===== src/rtl/wdd_pkg.sv =====
package wdd_pkg;

   localparam int STATUS_W = 4;
   localparam int CSR_ADDR_W = 2;
   localparam int CSR_DATA_W = 17;
   localparam int REQ_DATA_W = 96;
   localparam int HITS_W = 7;
   localparam int CONF_W = 17;
   localparam int PHRASE_W = 8;
   localparam int ENTRY_W = 121;

   localparam logic [STATUS_W-1:0] ST_NONE     = 4'd0;
   localparam logic [STATUS_W-1:0] ST_QUEUED   = 4'd1;
   localparam logic [STATUS_W-1:0] ST_DROPPED  = 4'd2;
   localparam logic [STATUS_W-1:0] ST_COOLDOWN = 4'd3;
   localparam logic [STATUS_W-1:0] ST_FAILED   = 4'd4;
   localparam logic [STATUS_W-1:0] ST_INVALID  = 4'd5;
   localparam logic [STATUS_W-1:0] ST_BAD      = 4'd6;
   localparam logic [STATUS_W-1:0] ST_POPPED   = 4'd7;
   localparam logic [STATUS_W-1:0] ST_EMPTY    = 4'd8;

   localparam logic [CSR_ADDR_W-1:0] CSR_THRESHOLD = 2'd0;
   localparam logic [CSR_ADDR_W-1:0] CSR_HITS      = 2'd1;
   localparam logic [CSR_ADDR_W-1:0] CSR_COOLDOWN  = 2'd2;
   localparam logic [CSR_ADDR_W-1:0] CSR_LIMIT     = 2'd3;

   typedef struct packed {
      logic [31:0]         number;
      logic [31:0]         sequence_nr;
      logic [31:0]         time_ms;
      logic [PHRASE_W-1:0] phrase;
      logic [CONF_W-1:0]   confidence;
   } entry_type;

endpackage


===== src/rtl/wdd_ram.sv =====
module wdd_ram #(
   parameter int WIDTH = 8,
   parameter int DEPTH = 16,
   localparam int AW = (DEPTH > 1) ? $clog2(DEPTH) : 1
) (
   input  logic             clock,
   input  logic             wr_en,
   input  logic [AW-1:0]    wr_addr,
   input  logic [WIDTH-1:0] wr_data,
   input  logic             rd_en,
   input  logic [AW-1:0]    rd_addr,
   output logic [WIDTH-1:0] rd_data
);

   logic [WIDTH-1:0] mem [DEPTH];
   logic [WIDTH-1:0] rd_data_ff;

   always_ff @(posedge clock) begin
      if (wr_en) begin
         mem[wr_addr] <= wr_data;
      end
      if (rd_en) begin
         rd_data_ff <= mem[rd_addr];
      end
   end

   assign rd_data = rd_data_ff;

endmodule


===== src/rtl/wake_detection_debouncer_top.sv =====
// Wake-phrase debouncer with cooldown and an event queue. The block takes one word per
// cycle on req while rsp is not stalled and returns exactly one word on rsp for each, in
// order; a word's result passes through the first stage, written as the candidate and
// queue pointers update and the queue memory read issues, and then the output register.
// While a result waits on rsp the block takes one more word into its first stage and
// then holds req_tready low until rsp moves. Queued events sit in a single synchronous
// RAM of QUEUE_DEPTH entries whose registered read output feeds a pop's result in the
// first stage; a push and a later pop of the same slot never meet in one cycle.
// req_tuser is the mode (0 frame verdict, 1 pop); rsp_tuser is the status code.
module wake_detection_debouncer_top
   import wdd_pkg::*;
#(
   parameter int QUEUE_DEPTH = 16,
   parameter int MAX_HITS = 100,
   localparam int FW = $clog2(QUEUE_DEPTH + 1),
   localparam int OW = ENTRY_W + FW,
   localparam int RSP_DATA_W = ((OW + 7) / 8) * 8
) (
   input  logic                  clock,
   input  logic                  reset,
   input  logic                  req_tvalid,
   output logic                  req_tready,
   // frame_ok, backend_failed, detected, phrase_id, confidence, confidence_finite,
   // frame_seq, captured_ms
   input  logic [REQ_DATA_W-1:0] req_tdata,
   // mode
   input  logic                  req_tuser,
   output logic                  rsp_tvalid,
   input  logic                  rsp_tready,
   // event_number, event_sequence, event_time_ms, event_phrase, event_confidence,
   // queued_count
   output logic [RSP_DATA_W-1:0] rsp_tdata,
   // status
   output logic [STATUS_W-1:0]   rsp_tuser,
   input  logic                  csr_we,
   input  logic [CSR_ADDR_W-1:0] csr_addr,
   input  logic [CSR_DATA_W-1:0] csr_wdata
);

   localparam int HW = (QUEUE_DEPTH > 1) ? $clog2(QUEUE_DEPTH) : 1;
   localparam int CW = (FW > 5) ? FW : 5;
   localparam int SW = FW + 1;

   // configuration
   logic [16:0] thr_ff;
   logic [6:0]  req_hits_ff;
   logic [14:0] cooldown_ff;
   logic [4:0]  limit_ff;

   // candidate and queue control
   logic [PHRASE_W-1:0] cand_phrase_ff, cand_phrase_in;
   logic [CONF_W-1:0]   cand_peak_ff, cand_peak_in;
   logic [HITS_W-1:0]   hit_count_ff, hit_count_in;
   logic                have_ff, have_in;
   logic [31:0]         last_ms_ff, last_ms_in;
   logic [31:0]         last_number_ff, last_number_in;
   logic [HW-1:0]       head_ff, head_in;
   logic [FW-1:0]       fill_ff, fill_in;

   // pipeline
   logic                s1_valid_ff;
   logic [STATUS_W-1:0] s1_status_ff;
   entry_type           s1_entry_ff;
   logic [FW-1:0]       s1_count_ff;
   logic                out_valid_ff;
   logic [STATUS_W-1:0] out_status_ff;
   entry_type           out_entry_ff;
   logic [FW-1:0]       out_count_ff;

   logic                req_accept, s1_move;
   logic                in_mode, in_ok, in_fail, in_det, in_finite;
   logic [PHRASE_W-1:0] in_phrase;
   logic [CONF_W-1:0]   in_conf;
   logic [31:0]         in_seq, in_ms;

   logic [STATUS_W-1:0] status_c;
   entry_type           entry_c, ram_dout, s1_result;
   logic                push_c, pop_c;
   logic                same_run;
   logic [HITS_W-1:0]   run_count, eff_hits;
   logic [CONF_W-1:0]   run_peak;
   logic [FW-1:0]       lim;
   logic                full;
   logic [32:0]         cool_end;
   logic                cool_hit;
   logic [SW-1:0]       slot_sum, drop_sum;
   logic [FW-1:0]       drop;
   logic [HW-1:0]       slot, drop_head, head_next;
   logic [OW-1:0]       rsp_vec;

   assign in_mode   = req_tuser;
   assign in_ok     = req_tdata[0];
   assign in_fail   = req_tdata[1];
   assign in_det    = req_tdata[2];
   assign in_phrase = req_tdata[10:3];
   assign in_conf   = req_tdata[27:11];
   assign in_finite = req_tdata[28];
   assign in_seq    = req_tdata[60:29];
   assign in_ms     = req_tdata[92:61];

   assign s1_move    = s1_valid_ff && (!out_valid_ff || rsp_tready);
   assign req_tready = !s1_valid_ff || s1_move;
   assign req_accept = req_tvalid && req_tready;

   // clamped settings
   always_comb begin
      if (req_hits_ff == '0) begin
         eff_hits = HITS_W'(1);
      end else if (req_hits_ff > HITS_W'(MAX_HITS)) begin
         eff_hits = HITS_W'(MAX_HITS);
      end else begin
         eff_hits = req_hits_ff;
      end
      if (limit_ff == '0) begin
         lim = FW'(1);
      end else if (CW'(limit_ff) > CW'(QUEUE_DEPTH)) begin
         lim = FW'(QUEUE_DEPTH);
      end else begin
         lim = FW'(CW'(limit_ff));
      end
   end

   // run tracking
   assign same_run  = (cand_phrase_ff != '0) && (cand_phrase_ff == in_phrase);
   assign run_count = !same_run ? HITS_W'(1) :
                      (hit_count_ff < HITS_W'(MAX_HITS)) ? hit_count_ff + HITS_W'(1) :
                      hit_count_ff;
   assign run_peak  = (!same_run || in_conf > cand_peak_ff) ? in_conf : cand_peak_ff;

   assign cool_end = {1'b0, last_ms_ff} + 33'(cooldown_ff);
   assign cool_hit = have_ff && ({1'b0, in_ms} < cool_end);

   // queue pointers; the slot sum, and the drop sum when the queue is full, stay below twice the depth
   assign full      = fill_ff >= lim;
   assign slot_sum  = SW'(fill_ff) + SW'(head_ff);
   assign slot      = (slot_sum >= SW'(QUEUE_DEPTH)) ?
                      HW'(slot_sum - SW'(QUEUE_DEPTH)) : HW'(slot_sum);
   assign drop      = fill_ff - lim + FW'(1);
   assign drop_sum  = SW'(drop) + SW'(head_ff);
   assign drop_head = (drop_sum >= SW'(QUEUE_DEPTH)) ?
                      HW'(drop_sum - SW'(QUEUE_DEPTH)) : HW'(drop_sum);
   assign head_next = (head_ff == HW'(QUEUE_DEPTH - 1)) ? '0 : head_ff + HW'(1);

   always_comb begin
      cand_phrase_in = cand_phrase_ff;
      cand_peak_in   = cand_peak_ff;
      hit_count_in   = hit_count_ff;
      have_in        = have_ff;
      last_ms_in     = last_ms_ff;
      last_number_in = last_number_ff;
      head_in        = head_ff;
      fill_in        = fill_ff;
      status_c       = ST_NONE;
      push_c         = 1'b0;
      pop_c          = 1'b0;
      entry_c        = '0;
      if (in_mode) begin
         if (fill_ff == '0) begin
            status_c = ST_EMPTY;
         end else begin
            status_c = ST_POPPED;
            pop_c    = 1'b1;
            head_in  = head_next;
            fill_in  = fill_ff - FW'(1);
         end
      end else if (!in_ok) begin
         status_c = ST_BAD;
      end else if (in_fail || !in_det || in_phrase == '0 || !in_finite ||
                   in_conf < thr_ff) begin
         cand_phrase_in = '0;
         cand_peak_in   = '0;
         hit_count_in   = '0;
         if (in_fail) begin
            status_c = ST_FAILED;
         end else if (in_det && (in_phrase == '0 || !in_finite)) begin
            status_c = ST_INVALID;
         end
      end else if (run_count < eff_hits) begin
         cand_phrase_in = in_phrase;
         cand_peak_in   = run_peak;
         hit_count_in   = run_count;
      end else begin
         cand_phrase_in = '0;
         cand_peak_in   = '0;
         hit_count_in   = '0;
         if (cool_hit) begin
            status_c = ST_COOLDOWN;
         end else begin
            push_c              = 1'b1;
            status_c            = full ? ST_DROPPED : ST_QUEUED;
            head_in             = full ? drop_head : head_ff;
            fill_in             = full ? lim : fill_ff + FW'(1);
            last_number_in      = last_number_ff + 32'd1;
            have_in             = 1'b1;
            last_ms_in          = in_ms;
            entry_c.number      = last_number_ff + 32'd1;
            entry_c.sequence_nr = in_seq;
            entry_c.time_ms     = in_ms;
            entry_c.phrase      = in_phrase;
            entry_c.confidence  = run_peak;
         end
      end
   end

   wdd_ram #(
      .WIDTH(ENTRY_W),
      .DEPTH(QUEUE_DEPTH)
   ) u_queue (
      .clock   (clock),
      .wr_en   (req_accept && push_c),
      .wr_addr (slot),
      .wr_data (entry_c),
      .rd_en   (req_accept && pop_c),
      .rd_addr (head_ff),
      .rd_data (ram_dout)
   );

   always_ff @(posedge clock) begin
      if (reset) begin
         thr_ff      <= 17'd32768;
         req_hits_ff <= 7'd1;
         cooldown_ff <= '0;
         limit_ff    <= 5'd16;
      end else if (csr_we) begin
         unique case (csr_addr)
            CSR_THRESHOLD: thr_ff      <= csr_wdata;
            CSR_HITS:      req_hits_ff <= csr_wdata[6:0];
            CSR_COOLDOWN:  cooldown_ff <= csr_wdata[14:0];
            CSR_LIMIT:     limit_ff    <= csr_wdata[4:0];
         endcase
      end
   end

   always_ff @(posedge clock) begin
      if (reset) begin
         cand_phrase_ff <= '0;
         cand_peak_ff   <= '0;
         hit_count_ff   <= '0;
         have_ff        <= 1'b0;
         last_ms_ff     <= '0;
         last_number_ff <= '0;
         head_ff        <= '0;
         fill_ff        <= '0;
      end else if (req_accept) begin
         cand_phrase_ff <= cand_phrase_in;
         cand_peak_ff   <= cand_peak_in;
         hit_count_ff   <= hit_count_in;
         have_ff        <= have_in;
         last_ms_ff     <= last_ms_in;
         last_number_ff <= last_number_in;
         head_ff        <= head_in;
         fill_ff        <= fill_in;
      end
   end

   // popped words take their event from the ram output
   assign s1_result = (s1_status_ff == ST_POPPED) ? ram_dout : s1_entry_ff;

   always_ff @(posedge clock) begin
      if (reset) begin
         s1_valid_ff  <= 1'b0;
         out_valid_ff <= 1'b0;
      end else begin
         if (req_accept) begin
            s1_valid_ff <= 1'b1;
         end else if (s1_move) begin
            s1_valid_ff <= 1'b0;
         end
         if (s1_move) begin
            out_valid_ff <= 1'b1;
         end else if (rsp_tready) begin
            out_valid_ff <= 1'b0;
         end
      end
   end

   always_ff @(posedge clock) begin
      if (req_accept) begin
         s1_status_ff <= status_c;
         s1_entry_ff  <= entry_c;
         s1_count_ff  <= fill_in;
      end
      if (s1_move) begin
         out_status_ff <= s1_status_ff;
         out_entry_ff  <= s1_result;
         out_count_ff  <= s1_count_ff;
      end
   end

   assign rsp_vec = {out_count_ff, out_entry_ff.confidence, out_entry_ff.phrase,
                     out_entry_ff.time_ms, out_entry_ff.sequence_nr, out_entry_ff.number};
   assign rsp_tdata  = RSP_DATA_W'(rsp_vec);
   assign rsp_tuser  = out_status_ff;
   assign rsp_tvalid = out_valid_ff;

   a_fill_bound: assert property (@(posedge clock) disable iff (reset)
      fill_ff <= FW'(QUEUE_DEPTH))
      else $error("queue fill above depth");

   a_head_bound: assert property (@(posedge clock) disable iff (reset)
      HW'(QUEUE_DEPTH - 1) >= head_ff)
      else $error("queue head out of range");

   a_hits_bound: assert property (@(posedge clock) disable iff (reset)
      hit_count_ff <= HITS_W'(MAX_HITS))
      else $error("hit count above limit");

   a_bad_frame_hold: assert property (@(posedge clock) disable iff (reset)
      (req_accept && !in_mode && !in_ok) |=>
         ($stable(cand_phrase_ff) && $stable(hit_count_ff) && $stable(fill_ff)))
      else $error("bad frame changed state");

endmodule


===== config.mk =====
export PLATFORM = sky130hd
export DESIGN_NAME = wake_detection_debouncer_top
export DESIGN_NICKNAME = d
export VERILOG_FILES = /design/src/rtl/wdd_pkg.sv /design/src/rtl/wdd_ram.sv /design/src/rtl/wake_detection_debouncer_top.sv
export SDC_FILE = /design/constraint.sdc
export NUM_CORES = 2
export LEC_CHECK = 0
export ABC_AREA = 1
export BUFFER_PORTS_ARGS = -buffer_cell sky130_fd_sc_hd__buf_2
export CAP_MARGIN = 20
export CORE_ASPECT_RATIO = 0.9
export CORE_MARGIN = 2
export CORE_UTILIZATION = 65
export DETAILED_ROUTE_END_ITERATION = 8
export PLACE_DENSITY_LB_ADDON = 0.2
export SLEW_MARGIN = 20
export SYNTH_ARGS = -nofsm -noshare
export SYNTH_HDL_FRONTEND = slang
export SYNTH_SLANG_ARGS = --single-unit
export TNS_END_PERCENT = 50

===== constraint.sdc =====
create_clock -name clock -period 23.7 [get_ports clock]
set_clock_uncertainty 0.1 [all_clocks]
set_input_delay 4.74 -clock clock [delete_from_list [all_inputs] [get_ports clock]]
set_output_delay 4.74 -clock clock [all_outputs]
set_load 0.01 [all_outputs]

# [Yosys cells after proc, flatten, opt, wreduce, memory -nomap -nowiden]
# Memories as Yosys holds them, arrays and structs flattened. A register that Yosys moved wholly into a read port is not among the register bits.
# Cells that the tools add are included.
[word_totals] reg_bits=412 out_inout_bits=134 ram_bits=1936 mem_count=1 in_bits=121
[memory_table] name="u_queue.mem" depth=16 width=121 rd=1 rd_ports_with_merged_regs=1 write_ports=1 line_no="wdd_ram.sv:15" source="logic [WIDTH-1:0] mem [DEPTH];"
[op_classes] n_reduce_logical=37 magnitude_cmp=10 addsub=12 bitwise=4 n_eq_ne=10 muxes=58
[ops] operator="121-bit 2-to-1 mux" count=6
[ops] operator="4-bit 2-to-1 mux" count=14
[ops] operator="17-bit 2-to-1 mux" count=3
[ops] operator="5-bit 2-to-1 mux" count=9
[ops] operator="7-bit 2-to-1 mux" count=6
[ops] operator="32-bit by 15-bit adder with 33-bit output" count=1
[ops] operator="32-bit by 33-bit less-than comparator with 1-bit output" count=1
[ops] operator="32-bit by 1-bit adder with 32-bit output, second input constant" count=1
[ops] operator="17-bit greater-than comparator" count=1
[ops] operator="17-bit less-than comparator" count=1
[ops] operator="8-bit 2-to-1 mux" count=2
[ops] operator="1-bit 2-to-1 mux" count=13
[ops] operator="5-bit by 4-bit adder with 6-bit output" count=2
[ops] operator="6-bit by 5-bit >= comparator with 1-bit output, second input constant" count=2
[ops] operator="5-bit by 1-bit adder with 5-bit output, second input constant" count=2
[ops] operator="5-bit zero test" count=2
[ops] operator="8-bit equality test" count=1
[ops] operator="8-bit zero test" count=1
[ops] operator="1-bit logical OR" count=8
[ops] operator="2-bit inequality test, second input constant" count=4
[ops] operator="2-bit AND reduction" count=4
[ops] operator="2-bit nonzero test" count=4
[ops] operator="8-bit nonzero test" count=1
[ops] operator="4-bit by 1-bit subtractor with 4-bit output, second input constant" count=2
[ops] operator="other kinds (23)" count=40

# [Depth between registers and ports, before layout]
[logic_depth] word_depth=14 mapped_depth=30

# [By module]
# Synthesis repeated with hierarchy kept, for this count alone.
[hier_totals] hier_cells=10037 area_unflattened_um2=106756.1
[modules_own_cells] mod="wdd_ram" area_per_inst_um2=86269.0 instances=1 cells_per_inst=7935
[modules_own_cells] mod="wake_detection_debouncer_top" area_per_inst_um2=20487.1 instances=1 cells_per_inst=2102

# [Least setup slack after synthesis]
# OpenSTA, ideal clock, no wires.
[synth_path] path_type="input-to-reg" startpoint="input port rsp_tready" endpoint="memory u_queue.mem[0][0] in the netlist's numbering, enable pin" required_ns=22.998 setup_time_ns=0.602 arrival_ns=12.643 path_stages=9 setup_slack_ns=10.355 n_path_buf=1 path_cell_list="inv_1 -> nand3_1 -> nand2_1 -> clkinv_1 -> nand2_4 -> buf_4 -> nor2_1 -> nand2_1 -> nor2_1"
[synth_via] elab_chain_cells=7
[synth_lines] element="start: declaration" line_no="wake_detection_debouncer_top.sv:29" source="input logic rsp_tready,"
[synth_lines] element="1-bit logical OR" line_no="wake_detection_debouncer_top.sv:101" source="assign s1_move = s1_valid_ff && (!out_valid_ff || rsp_tready);"
[synth_lines] element="1-bit logical AND" line_no="wake_detection_debouncer_top.sv:101"
[synth_lines] element="1-bit logical OR" line_no="wake_detection_debouncer_top.sv:102" source="assign req_tready = !s1_valid_ff || s1_move;"
[synth_lines] element="named net req_tready" line_no="wake_detection_debouncer_top.sv:22" source="output logic req_tready,"
[synth_lines] element="1-bit logical AND" line_no="wake_detection_debouncer_top.sv:103" source="assign req_accept = req_tvalid && req_tready;"
[synth_lines] element="named net req_accept" line_no="wake_detection_debouncer_top.sv:70" source="logic req_accept, s1_move;"
[synth_lines] element="1-bit logical AND" line_no="wake_detection_debouncer_top.sv:210" source=".wr_en (req_accept && push_c),"
[synth_lines] element="1-bit 2-to-1 mux" line_no="wdd_ram.sv:19" source="if (wr_en) begin"
[synth_lines] element="1-bit 2-to-1 mux (not written as such)" line_no="wdd_ram.sv:20" source="mem[wr_addr] <= wr_data;"
[synth_lines] element="end: declaration" line_no="wdd_ram.sv:15"
# The timed path passes the listed nets, and every way through them passes these cells.

# [Worst setup path in the final report]
[layout_path] startpoint="input port rsp_tready" endpoint="output port req_tready"
[layout_via] elab_chain_cells=3
[layout_lines] element="1-bit logical OR" line_no="wake_detection_debouncer_top.sv:101"
[layout_lines] element="1-bit logical AND" line_no="wake_detection_debouncer_top.sv:101"
[layout_lines] element="1-bit logical OR" line_no="wake_detection_debouncer_top.sv:102"
[layout_lines] element="end: declaration" line_no="wake_detection_debouncer_top.sv:22"
# Every way passes these cells.

==> reports/summary.txt <==
Status = complete, no violations
Clock sinks = 2469
Post-DR vias/cell = 6.426
Core Region = 0.1505 sq mm
Top post-synthesis cells by area = edfxtp_1 71%, nor2_1 5.0%, o21ai_0 3.1%
IO Pins = 255
Global-route wire length before repair = 364.8 mm
Cell taking the most area after synthesis = edfxtp_1
CTS tree = built
Critical Path, Cell by Cell = buf_2, inv_1, nand3_1, buf_2
Setup Fix Bufs, Post-CTS = 0
CP dominant cell by count = buf_2
CP required = 18860 ps
Layout cells sized above 1 = 11.10%
I/O Buffers = 249
DRT Pass-1 Iters = 6
Worst-case clock buffer depth = 3
Total number of vias = 61880
Most frequent cells in the layout = 2317 x edfxtp_1, 1286 x nor2_1, 614 x o21ai_0
Initial antenna violation count = 7
Synth Flop Type = edfxtp_1
Residual DRC count = 0
Post-route cell area = 0.1090 sq mm
CTS Buf Count = 229
Seq/Total Area, Yosys = 73.66%
DP HPWL = 122.7 mm
Max-cap violation count = 0
HP Class = reg2reg
RD Place Congestion = 0.8907
Post-synth EDFFs = 2317
CP Max Fanout = 3
Drt total wl = 245.4 mm
Hold buffer count at CTS = 0
R2R Path Start = cooldown_ff[2]$_SDFFE_PP0P_
CTS Root Cell = clkbuf_16
Critical Path Sink Type = output pin
Vias in the first global route = 59880
#FFs+latches synth = 2469
Hold path start = s1_count_ff[2]$_DFFE_PP_
Hold slack = 315.2 ps
Slew @ Worst Pin = 1273 ps
Proportion of netlist area held by the largest area contributor = 70.57%
# placed instances = 9192
Crit path max-delay family = buffers and inverters
Period utilization = 42.47%
Final core occ = 72.43%
Post-CTS resize count = 0
Gate Count Post-Synth = 7303
F_max = 99.36 MHz
Slew HR = 15.13%
CP arrival = 5220 ps
Die Width = 414.5 microns
Buf/Inv on CP = 3
Setup TNS = 0 ps
Fin nets = 7669
RSZ-0062 raised after global routing = no
Critical Path Max Stage Delay = 160 ps
Pins Over Slew Limit = 0
Worst VDD drop = 0.08116 mV
Power per cell area = 80.24 mW/mm^2
Synth Area per Inst = 13.50 sq um
Startpoint types = input pin
DRT iter0 DRCs = 8000
Final setup fails = 0
Die ar. = 0.1548 sq mm
Starting Density = 65.51%
Die Ht = 373.5 microns
Total Routing Usage GR = 31.32%
Tmin final = 10060 ps
Ys async rst share = 0%
Crit path launch = rsp_tready
Post-DRT Antenna Nets = 0
Static Leakage = 31.88 nW
Clk_lat worst skew = 860 ps
# rows = 135
Netlist cell types = 48
Placement Cell Area = 0.1016 sq mm
Final Hold Viols = 0
Clk pin slew, worst setup/hold paths = 70 ps
Gr ovfl total = 0
Final std cells w/o fill = 9629
Critical path class = in2out
Synth Cell Area = 0.09859 sq mm
Slowest-stage cell, CP = buf_2
PnR worst setup slack = 13640 ps
Wire per inst = 25.48 microns
Total chip power = 8.747 mW
Place WS = 13110 ps
H-tree depth = 4
Yosys warning count = 0
Area Growth Syn to Fin = 10.57%
Most common cell after layout, fill and taps aside = edfxtp_1
Pin count of the biggest net entering global routing = 262
==> flip-flops by register name, summed over array words and instances, names as in the netlist <==
register and cells:
u_queue.mem 1936, rsp_tdata 121, s1_entry_ff 121, u_queue.rd_data 121, last_ms_ff 32, last_number_ff 32, cand_peak_ff 17, thr_ff 17
cooldown_ff 15, cand_phrase_ff 8, hit_count_ff 7, req_hits_ff 7, fill_ff 5, limit_ff 5, out_count_ff 5, s1_count_ff 5
head_ff 4, rsp_tuser 4, s1_status_ff 4, have_ff 1, rsp_tvalid 1, s1_valid_ff 1
==> layout make-up <==
cell class | count | area, sq um
sequential | 2469 | 72630
fill | 9443 | 41490
tap | 1986 | 2485
clock buffer | 304 | 6299
inverter | 291 | 1120
clock inverter | 126 | 1075
timing repair buffer | 346 | 2107
multi-input combinational | 4103 | 23280
antenna | 4 | 10.01
==> worst reg2reg max path: cells and delay by family (launching register included) <==
kind	cells	cell delay, ps
fa+ha+maj	2	650
flops	1	320
simple gates	16	2130
buf+inv	3	2480
xor+xnor	1	150
compound gates	6	1340
==> per-layer routing <==
metal / wire [microns] / vias up / global-route usage [%]
met5: 27 / - / 0
met4: 9153 / 4 / 11.81
met3: 23350 / 527 / 4.706
met2: 116500 / 3392 / 50.01
met1: 96330 / 30670 / 44.27
li1: - / 27280 / -
==> Yosys cell counts (all sizes together), types with 2 or more instances <==
cell,instances
edfxtp,2317
nor2,1319
o21ai,614
nand2,606
clkbuf,361
inv,288
o32ai,282
nand3,265
mux2i,202
o221ai,202
a21oi,179
dfxtp,152
mux2,121
ha,104
buf,80
xor2,58
o211ai,42
nand4,23
nor3,20
or2,14
xnor2,13
a31oi,7
a211oi,5
a21o,5
nor4,5
fa,4
clkinv,3
o21a,3
a21boi,2
and3,2
==> logic make-up (layout without fill, tap and decap cells) <==
group / count (synthesis) / count (layout) / synth area share [%]
xor+xnor: 71 / 71 / 0.6308
fa+ha+maj: 108 / 108 / 1.401
compound gates: 1342 / 1342 / 8.821
other cells: 1 / 6 / 0.003804
simple gates: 2257 / 2257 / 9.149
buf+inv: 732 / 1067 / 2.900
flops: 2469 / 2469 / 73.66
mux: 323 / 323 / 3.433
==> where the power goes <==
part / internal, mW / switching (mW)
logic: 0.105 / 0.248
registers: 4.76 / 0.0214
clock network: 2.04 / 1.56
==> path summary, 6_finish.rpt <==
path / to / slack (ps) / cells after the start
max: req_tready / 13640 / 4
min: out_count_ff[2]$_DFFE_PP_ / 320 / 0
max reg2reg: u_queue.mem[9][65]$_DFFE_PP_ / 16080 / 28
min reg2reg: out_count_ff[2]$_DFFE_PP_ / 320 / 0
No activity file was read; power rests on OpenSTA's default activity.
